`config.mk`:
```
export PLATFORM = sky130hd
export DESIGN_NAME = fcw_front
export DESIGN_NICKNAME = d
export VERILOG_FILES = /design/src/sv/fcw_pkg.sv /design/src/sv/fcw_front.sv
export SDC_FILE = /design/constraint.sdc
export NUM_CORES = 1
export LEC_CHECK = 0
export BUFFER_PORTS_ARGS = -buffer_cell sky130_fd_sc_hd__buf_2
export CORE_AREA = 2 2 83 85
export DETAILED_ROUTE_END_ITERATION = 6
export DIE_AREA = 0 0 85 87
export MAX_ROUTING_LAYER = met4
export PLACE_DENSITY = 0.83
export SLEW_MARGIN = 25
export SYNTH_ARGS = -nofsm -noshare
export SYNTH_HDL_FRONTEND = slang
export SYNTH_SLANG_ARGS = --single-unit
```
`constraint.sdc`:
```
create_clock -name clk -period 12.15 [get_ports clk]
set_clock_uncertainty 0.1 [all_clocks]
set_input_delay 3.645 -clock clk [delete_from_list [all_inputs] [get_ports clk]]
set_output_delay 3.645 -clock clk [all_outputs]
set_load 0.05 [all_outputs]
```
`src/sv/fcw_pkg.sv`:
```
// Shared types and constants for the allocation-table chain walker.
// No dependencies; every other file in sv/ but fcw_ram refers to this package by scoped names.
`default_nettype none

package fcw_pkg;

  // Default table depth and command queue depth
  localparam int TABLE_ENTRIES_DEF = 4096;
  localparam int QUEUE_DEPTH       = 2;

  // Input opcodes
  localparam logic [1:0] OP_WRITE = 2'd0;
  localparam logic [1:0] OP_START = 2'd1;
  localparam logic [1:0] OP_NEXT  = 2'd2;

  // Result status codes
  localparam logic [1:0] ST_READ    = 2'd0;
  localparam logic [1:0] ST_NO_WALK = 2'd1;
  localparam logic [1:0] ST_BAD     = 2'd2;

  // Configuration register indexes
  localparam logic [1:0] CFG_DATA_BASE = 2'd0;
  localparam logic [1:0] CFG_SPC       = 2'd1;
  localparam logic [1:0] CFG_FAT32     = 2'd2;

  // End-of-chain markers and sector geometry
  localparam logic [31:0] FAT16_END    = 32'h0000_fff8;
  localparam logic [31:0] FAT32_END    = 32'h0fff_fff8;
  localparam logic [32:0] SECTOR_ROUND = 33'd511;
  localparam logic [7:0]  SPC_MAX      = 8'd128;

  typedef struct packed {
    logic [1:0]  opcode;
    logic [11:0] entry_index;
    logic [31:0] entry_value;
    logic [27:0] start_cluster;
    logic [31:0] byte_count;
  } in_item_t;

  typedef struct packed {
    logic [1:0]  status;
    logic [47:0] read_address;
    logic [7:0]  sector_count;
    logic        last_command;
  } out_item_t;

  // Classified command handed from front to back
  typedef enum logic [1:0] {
    KIND_WRITE,
    KIND_START,
    KIND_NEXT
  } kind_t;

  typedef struct packed {
    kind_t       kind;
    logic [11:0] index;    // table slot for writes
    logic [27:0] cluster;  // first cluster for starts
    logic [31:0] data;     // entry value for writes, byte count for starts
  } cmd_t;

endpackage

`default_nettype wire

```
`src/sv/fcw_front.sv`:
```
// Front end: accepts input items, decodes the opcode and drops items with no effect.
// Depends on fcw_pkg.
`default_nettype none

module fcw_front #(
  parameter int TABLE_ENTRIES = fcw_pkg::TABLE_ENTRIES_DEF
) (
  input  wire logic             clk,
  input  wire logic             rst_n,
  input  wire logic             in_valid,
  output logic                  in_stall,
  input  wire fcw_pkg::in_item_t in_data,
  output logic                  push,
  output fcw_pkg::cmd_t         push_cmd,
  input  wire logic             q_full
);

  localparam logic [27:0] TableLimit = 28'(TABLE_ENTRIES);

  logic          cmd_valid_r, cmd_valid_nxt;
  fcw_pkg::cmd_t cmd_r, cmd_nxt;
  logic          accept;
  logic          keep;
  fcw_pkg::cmd_t dec_cmd;

  // Decode: opcode 3 and writes past the table end are dropped
  always_comb begin
    keep          = 1'b0;
    dec_cmd.kind  = fcw_pkg::KIND_NEXT;
    dec_cmd.index = in_data.entry_index;
    dec_cmd.cluster = in_data.start_cluster;
    dec_cmd.data  = in_data.byte_count;
    unique case (in_data.opcode)
      fcw_pkg::OP_WRITE: begin
        dec_cmd.kind = fcw_pkg::KIND_WRITE;
        dec_cmd.data = in_data.entry_value;
        keep         = ({16'd0, in_data.entry_index} < TableLimit);
      end
      fcw_pkg::OP_START: begin
        dec_cmd.kind = fcw_pkg::KIND_START;
        keep         = 1'b1;
      end
      fcw_pkg::OP_NEXT: begin
        keep = 1'b1;
      end
      default: begin
        keep = 1'b0;
      end
    endcase
  end

  // Stage register ahead of the queue
  assign push     = cmd_valid_r && !q_full;
  assign in_stall = cmd_valid_r && q_full;
  assign accept   = in_valid && !in_stall;
  assign push_cmd = cmd_r;

  always_comb begin
    cmd_valid_nxt = cmd_valid_r;
    cmd_nxt       = cmd_r;
    if (push) begin
      cmd_valid_nxt = 1'b0;
    end
    if (accept && keep) begin
      cmd_valid_nxt = 1'b1;
      cmd_nxt       = dec_cmd;
    end
  end

  always_ff @(posedge clk) begin
    if (!rst_n) begin
      cmd_valid_r <= 1'b0;
    end else begin
      cmd_valid_r <= cmd_valid_nxt;
    end
    cmd_r <= cmd_nxt;
  end

endmodule

`default_nettype wire

```
==> results.ini <==
[sta]
clock.fmax_mhz = 126
finalWorstSetupSlack_ns = 4.18
final.setup.tns_ns = 0
tightestPinTransition_ns = 0.898
period_share = 0.656
grt_setup_unrepaired = no
max-slew-margin-rel = 0.401
final_hold_viol_count = 0
final-setup-viol-count = 0
holdWs_ns = 0.618
post-route-min-period_ns = 7.97
report.final.slew_viol_count = 0

[clock_tree]
tritoncts_clock_tree = built
htree_depth = 3
post_cts_resize_count = 0
cts_made_buffers = 9
cts.clk_slew.worst_paths_ns = 0.08
clock-sinks = 75
post_cts_buffers = 0
clkLatencyLatePin_ns = 0.34
max-clock-path-buffers = 2
cts.root.buffer_cell = clkbuf_8
holdBufCountCts = 0

[global_routing]
global_route_wire_length_before_repair_um = 8450
grt_start_max_net_pins = 75
antenna_found_initial = 0
grt_pass1_vias = 1822
grt-ovfl-total = 0
grt_util_overall = 0.163

[die]
fp.dieW_um = 85
die_area_mm2 = 0.00740
number_of_ports_placed_on_the_die_boundary = 186
num_rows = 30
initial_core_util = 0.429
die_h_um = 87
placeableCoreArea_mm2 = 0.00657

[synth]
synth.cell_area_mm2 = 0.00282
synth.ff_latch_count = 75
synth.lib_cells_used.distinct = 12
synth_warnings = 0
synth.yosys.seq_area_share = 0.796
netlist_instances = 118
postSynthNetCount = 228
post_synth.cell_area_avg_um2 = 23.9

[final_layout]
final_cell_mix = buf_2, edfxtp_1, mux2_4
n_fill_cell = 489
ratio_of_cells_with_drive_above_1_in_the_final_layout = 0.751
diodes = 0
most_common_library_cell_in_the_layout_ignoring_fill_and_taps = buf_2
nNetsFinal = 422
area.growth.synth_to_final_pct = 44.1

[route]
mean_routed_wirelength_per_cell_um = 15.5
finalWirelength_um = 6140
drt-pass1-iter-count = 4
via_per_inst = 4.51
vias = 1790
postRouteAntennaNets = 0
drt_first_iter_violations = 62
drcViolationCount = 0

[job]
timing.max_cap.violations = 0

[critical_path]
crit_path_capture_type = primary output
cp_data_required_time_ns = 8.40
path_class = input pin to primary output
crit_path_max_fanout = 3
worstSetupStartpointType = input pin
timing.critical_path.arrival_ns = 4.22

[placement]
detailed_place_hpwl_um = 4610
placement.setup.worst_slack_ns = 4.19
port_buffers = 185
gpl.final_weighted_congestion = 0.757

[pwr]
irDropWorstVdd_uv = 86.8
power_density_mw_per_mm2 = 157
static-leakage-power_nw = 1.83

[worst_hold_path]
hold_path.class = flip-flop to flip-flop

[status]
status = finished, final reports clean

## per-layer routing
layer | track usage | up-vias | part of all wire
li1 | - | 852 | -
met1 | 0.169 | 829 | 0.36
met2 | 0.278 | 100 | 0.54
met3 | 0.0550 | 9 | 0.078
met4 | 0.0779 | 0 | 0.015
met5 | - | - | 0
## worst paths after layout
path	slack, ns	cells after the start	startpoint	endpoint
max	4.18	3	q_full	in_stall
min reg2reg	0.62	2	cmd_valid_r$_SDFFE_PN0P_	cmd_valid_r$_SDFFE_PN0P_
max reg2reg	10.34	3	cmd_valid_r$_SDFFE_PN0P_	push_cmd[33]$_DFFE_PP_
min	0.62	2	cmd_valid_r$_SDFFE_PN0P_	cmd_valid_r$_SDFFE_PN0P_
## synthesized netlist by cell type
cell | number | area (µm²)
edfxtp_1 | 74 | 2220
mux2_4 | 30 | 450
buf_8 | 3 | 45.0
mux2_2 | 2 | 22.5
nor2b_1 | 2 | 12.5
a21boi_0 | 1 | 7.51
and2_1 | 1 | 6.26
and2b_2 | 1 | 8.76
clkbuf_1 | 1 | 3.75
dfxtp_1 | 1 | 20.0
nor2_4 | 1 | 11.3
o21a_1 | 1 | 7.51
## worst max-delay path, cell delays in order
cell	delay, ns
buf_2	0.08
and2_1	0.20
buf_2	0.29
## final cells by class
type | count | area [µm²] | area share
well taps | 80 | 100 | 0.0247
clock inverters | 7 | 106 | 0.0262
flip-flops and latches | 75 | 2240 | 0.552
repair buffers | 187 | 953 | 0.235
multi-input cells | 39 | 534 | 0.132
clock buffers | 9 | 124 | 0.0305
## cell families after synthesis
| logic type | after synthesis | share of synthesized area |
|---|---|---|
| DFF | 75 | 0.796 |
| muxes | 32 | 0.168 |
| and+or+nand+nor | 5 | 0.0138 |
| buffers and inverters | 4 | 0.0173 |
| AOI/OAI and AO/OA | 2 | 0.00533 |
## stage by stage
step / area (µm²) / util / total power (W) / instances
2_1_floorplan: 2820 / - / 0.000393 / 118
3_3_place_gp: 3810 / 0.580 / 0.000423 / 380
3_5_place_dp: 3830 / 0.583 / 0.000426 / 381
4_1_cts: 4060 / 0.618 / 0.000646 / 397
5_1_grt: 4060 / 0.618 / 0.000662 / 397
6_report: 4060 / 0.618 / 0.000638 / 397
## sequential cells by signal (all words and copies together) (netlist names)
register	cells
cmd_valid_r	1
push_cmd	74
## where the power goes
part / leakage, nW / switching, W / internal, W / total, W
Sequential: 0.713 / 0.00000332 / 0.000304 / 0.000307
Combinational: 1.00 / 0.0000763 / 0.0000358 / 0.000112
Clock: 0.117 / 0.0000990 / 0.000120 / 0.000219
Total: 1.83 / 0.000179 / 0.000459 / 0.000638
(Power assumes the default switching activity.)
