File: src/sv/fcw_pkg.sv
// Shared types and constants for the allocation-table chain walker.
// No dependencies; every other file in sv/ but fcw_ram refers to this package by scoped names.
`default_nettype none

package fcw_pkg;

  // Default table depth and command queue depth
  localparam int TABLE_ENTRIES_DEF = 4096;
  localparam int QUEUE_DEPTH       = 2;

  // Input opcodes
  localparam logic [1:0] OP_WRITE = 2'd0;
  localparam logic [1:0] OP_START = 2'd1;
  localparam logic [1:0] OP_NEXT  = 2'd2;

  // Result status codes
  localparam logic [1:0] ST_READ    = 2'd0;
  localparam logic [1:0] ST_NO_WALK = 2'd1;
  localparam logic [1:0] ST_BAD     = 2'd2;

  // Configuration register indexes
  localparam logic [1:0] CFG_DATA_BASE = 2'd0;
  localparam logic [1:0] CFG_SPC       = 2'd1;
  localparam logic [1:0] CFG_FAT32     = 2'd2;

  // End-of-chain markers and sector geometry
  localparam logic [31:0] FAT16_END    = 32'h0000_fff8;
  localparam logic [31:0] FAT32_END    = 32'h0fff_fff8;
  localparam logic [32:0] SECTOR_ROUND = 33'd511;
  localparam logic [7:0]  SPC_MAX      = 8'd128;

  typedef struct packed {
    logic [1:0]  opcode;
    logic [11:0] entry_index;
    logic [31:0] entry_value;
    logic [27:0] start_cluster;
    logic [31:0] byte_count;
  } in_item_t;

  typedef struct packed {
    logic [1:0]  status;
    logic [47:0] read_address;
    logic [7:0]  sector_count;
    logic        last_command;
  } out_item_t;

  // Classified command handed from front to back
  typedef enum logic [1:0] {
    KIND_WRITE,
    KIND_START,
    KIND_NEXT
  } kind_t;

  typedef struct packed {
    kind_t       kind;
    logic [11:0] index;    // table slot for writes
    logic [27:0] cluster;  // first cluster for starts
    logic [31:0] data;     // entry value for writes, byte count for starts
  } cmd_t;

endpackage

`default_nettype wire

File: src/sv/fcw_queue.sv
// Short command queue between front end and back end.
// Depends on fcw_pkg (command type and depth).
`default_nettype none

module fcw_queue (
  input  wire logic          clk,
  input  wire logic          rst_n,
  input  wire logic          push,
  input  wire fcw_pkg::cmd_t push_cmd,
  output logic               full,
  input  wire logic          pop,
  output fcw_pkg::cmd_t      pop_cmd,
  output logic               not_empty
);

  localparam int QDepth = fcw_pkg::QUEUE_DEPTH;
  localparam int PtrW   = $clog2(QDepth);
  localparam logic [PtrW:0] CountFull = (PtrW + 1)'(QDepth);

  fcw_pkg::cmd_t   slot_r [QDepth];
  logic [PtrW-1:0] wr_ptr_r, wr_ptr_nxt;
  logic [PtrW-1:0] rd_ptr_r, rd_ptr_nxt;
  logic [PtrW:0]   count_r, count_nxt;

  assign full      = (count_r == CountFull);
  assign not_empty = (count_r != '0);
  assign pop_cmd   = slot_r[rd_ptr_r];

  // Pointers wrap naturally; depth is a power of two
  always_comb begin
    wr_ptr_nxt = push ? wr_ptr_r + 1'b1 : wr_ptr_r;
    rd_ptr_nxt = pop  ? rd_ptr_r + 1'b1 : rd_ptr_r;
    count_nxt  = count_r;
    if (push && !pop) begin
      count_nxt = count_r + 1'b1;
    end else if (pop && !push) begin
      count_nxt = count_r - 1'b1;
    end
  end

  always_ff @(posedge clk) begin
    if (!rst_n) begin
      wr_ptr_r <= '0;
      rd_ptr_r <= '0;
      count_r  <= '0;
    end else begin
      wr_ptr_r <= wr_ptr_nxt;
      rd_ptr_r <= rd_ptr_nxt;
      count_r  <= count_nxt;
    end
  end

  always_ff @(posedge clk) begin
    if (push) begin
      slot_r[wr_ptr_r] <= push_cmd;
    end
  end

`ifndef ASSERT_OFF
  a_no_push_full: assert property (@(posedge clk) disable iff (!rst_n)
    full && !pop |-> !push)
    else $error("queue push while full");
  a_no_pop_empty: assert property (@(posedge clk) disable iff (!rst_n)
    pop |-> not_empty)
    else $error("queue pop while empty");
`endif

endmodule

`default_nettype wire

File: config.mk
export PLATFORM = sky130hd
export DESIGN_NAME = fcw_queue
export DESIGN_NICKNAME = d
export VERILOG_FILES = /design/src/sv/fcw_pkg.sv /design/src/sv/fcw_queue.sv
export SDC_FILE = /design/constraint.sdc
export NUM_CORES = 1
export LEC_CHECK = 0
export CELL_PAD_IN_SITES_DETAIL_PLACEMENT = 1
export CELL_PAD_IN_SITES_GLOBAL_PLACEMENT = 1
export CORE_ASPECT_RATIO = 2
export CORE_MARGIN = 2
export CORE_UTILIZATION = 50
export DETAILED_ROUTE_END_ITERATION = 8
export DONT_BUFFER_PORTS = 1
export GPL_ROUTABILITY_DRIVEN = 0
export GPL_TIMING_DRIVEN = 0
export HOLD_SLACK_MARGIN = 0.15
export PLACE_DENSITY = 0.85
export SLEW_MARGIN = 10
export SYNTH_ARGS = -nofsm -noshare
export SYNTH_HDL_FRONTEND = slang
export SYNTH_SLANG_ARGS = --single-unit
export TNS_END_PERCENT = 50
File: constraint.sdc
create_clock -name clk -period 12.5 [get_ports clk]
set_input_delay 0.625 -clock clk [delete_from_list [all_inputs] [get_ports clk]]
set_output_delay 0.625 -clock clk [all_outputs]
set_load 0.02 [all_outputs]
==> metrics.cfg <==
[status]
status = complete, no violations

[die]
rows = 54
io_pins = 154
core_sq_um = 10880
die-area_sq_um = 12070
die_x_um = 78.70
die_h_um = 153.4
initial_core_util_pct = 51.29

[yosys]
synth_most_common_cell = edfxtp_1
ys_top_cells_by_count = edfxtp_1, mux2_2, buf_6
yosys_warnings = 0
synth-main-ff-cell = edfxtp_1
synthCells = 252
synth_area_leaders = edfxtp_1, mux2_2, dfxtp_1, buf_6, and2_1
synth_top_area_cell = edfxtp_1
synth_edf_count = 148
ys_seq_area_share_pct = 81.45
yosys.area.top_type_share_pct = 79.66
ys_types = 18
avgSynthCellArea_sq_um = 22.14
async_reset_ff_share_pct = 0
synth_area_sq_um = 5579
synth_fp_nets = 331
synth-seq-cells = 153

[layout]
multi_input_area_sq_um = 960.9
nets = 354
drive_gt1_share_pct = 41.75
area_growth_pct = 16.28
num_antenna_cells = 0
seq_area_sq_um = 4544
fillCellCount = 894
finalInstanceArea_sq_um = 6487
fin_cells = 425

[power_and_ir_drop]
power_density_nw_per_um2 = 192.5
vdd.ir_drop.worst_mv = 0.1358
leakage_nw = 2.167

[hold_path]
worstHoldEndpoint = slot_r[0][49]
hp-start = push_cmd[49]
hp-class = in -> reg
worstHoldPathCells = 0

[clocking]
cts_tree = yes
clkTransAtPathRegs_ns = 0.06
ctsResizeCount = 0
cts_root_buf = clkbuf_16
postCtsSetupRepairBufs = 0
cts_hold_buffers = 0
cts_buffer_depth = 2
htree_levels = 4
cts_buffers = 17
worstSkewPairLatency_ns = 0.41
clock_sinks = 153

[sta]
fin_crit_sh_pct = 17.40
max_freq_ghz = 0.4597
clock_skew_ns = 0.005352
fin_tns_setup_ns = 0
worstMarginPinSlew_ns = 0.5066
drv_slew = 0
rsz0062_at_grt = false
hold_viol = 0
hold_ws_ns = 0.3030
min_period_ns = 2.175
finalSetupViolations = 0
worst_slack_ns = 10.32
maxSlewHeadroom_pct = 66.23

[setup_path]
r2r_end = slot_r[1][28]
rrSetupSlack_ns = 10.98
startpoint_type = flip-flop
crit_path_end_kind = primary output
critPathMaxFanout = 10
r2r_cells = 2
cp.arrival_ns = 1.55
worstPathRequired_ns = 11.88
crit_type = reg -> out
r2r_start = wr_ptr_r

[placed_design]
numPortBuffers = 0
dp_slack_ns = 10.72
place_area_sq_um = 5859
dpl.hpwl_um = 7162
dp.cells = 396

[drt]
route.detailed.drc = 0
drtIter0Drc = 75
dr.pass1.iters = 4
vias = 2321
wl_um = 10310
routedWlPerCell_um = 24.26
viasPerCell = 5.461
ant_nets = 0

[job]
drv_cap = 0

[global_routing]
track_usage_pct = 18.20
overflow = 0
grt_pass1_wl_um = 15400
grt_max_degree = 39
grt_pass1_vias = 2692
antenna_found_initial = 0

metal layers:
layer	wire [um]	vias up	track usage (%)	share of wire (%)
met5	0	-	0	0
met4	468	0	11.78	4.5
met1	2927	1153	15.46	28
met2	6205	103	34.15	60
li1	-	1035	-	-
met3	711	30	5.962	6.9
sequential cells by signal, indices dropped and copies added, names as in the netlist, named ones only:
| register | cells |
|---|---|
| count_r | 2 |
| slot_r | 148 |
| rd_ptr_r | 1 |
| wr_ptr_r | 1 |
placed cells by master (no fill, tap or decap), types with 2 or more instances in the layout:
| cell type | count |
|---|---|
| and2_1 | 3 |
| clkbuf_16 | 17 |
| mux2_2 | 74 |
| clkinv_4 | 4 |
| buf_16 | 2 |
| buf_6 | 6 |
| clkinv_2 | 2 |
| dfxtp_1 | 5 |
| buf_12 | 2 |
| xor2_1 | 2 |
| bufinv_16 | 5 |
| edfxtp_1 | 148 |
worst max path at each step:
| stage | from | endpoint | cells after the start |
|---|---|---|---|
| final | flip-flop | pop_cmd[26] | 3 |
| after global routing | flip-flop | pop_cmd[26] | 3 |
| after CTS | flip-flop | pop_cmd[27] | 3 |
| after detailed placement | flip-flop | pop_cmd[69] | 3 |
| after global placement | push | slot_r[0][15] | 1 |
| after floorplan | push | slot_r[0][0] | 1 |
cells by family after synthesis:
family          share of synthesized area, %
flops                                  81.45
mux                                    14.94
buf+inv                                1.502
simple gates                           1.054
compound gates                        0.3588
xor+xnor                              0.4710
fa+ha+maj                             0.2242
layout make-up:
| class | count | area share (%) |
|---|---|---|
| Buffer | 8 | 1.234 |
| Clock buffer | 17 | 6.557 |
| Clock inverter | 12 | 3.124 |
| Inverter | 1 | 0.05786 |
| Multi-Input combinational cell | 90 | 14.81 |
| Sequential cell | 153 | 70.05 |
| Tap cell | 140 | 2.700 |
| Timing Repair Buffer | 4 | 1.466 |
worst max-delay path: stages, from the launching register on:
cell and delay, ns:
dfxtp_1 0.33, buf_4 0.21, buf_6 0.18, mux2_2 0.42
per-stage QoR:
stage	power (mW)	util (%)
4_1_cts	1.263	59.64
6_report	1.249	59.64
3_5_place_dp	0.7210	53.86
5_1_grt	1.284	59.64
2_1_floorplan	0.6990	-
3_3_place_gp	0.7145	52.90
where the power goes:
part	internal [mW]	switching, mW	total [mW]
Sequential	0.593	0.00766	0.600
Clock	0.351	0.190	0.540
Combinational	0.0385	0.0695	0.108
Power figures use the tool's default switching activity.
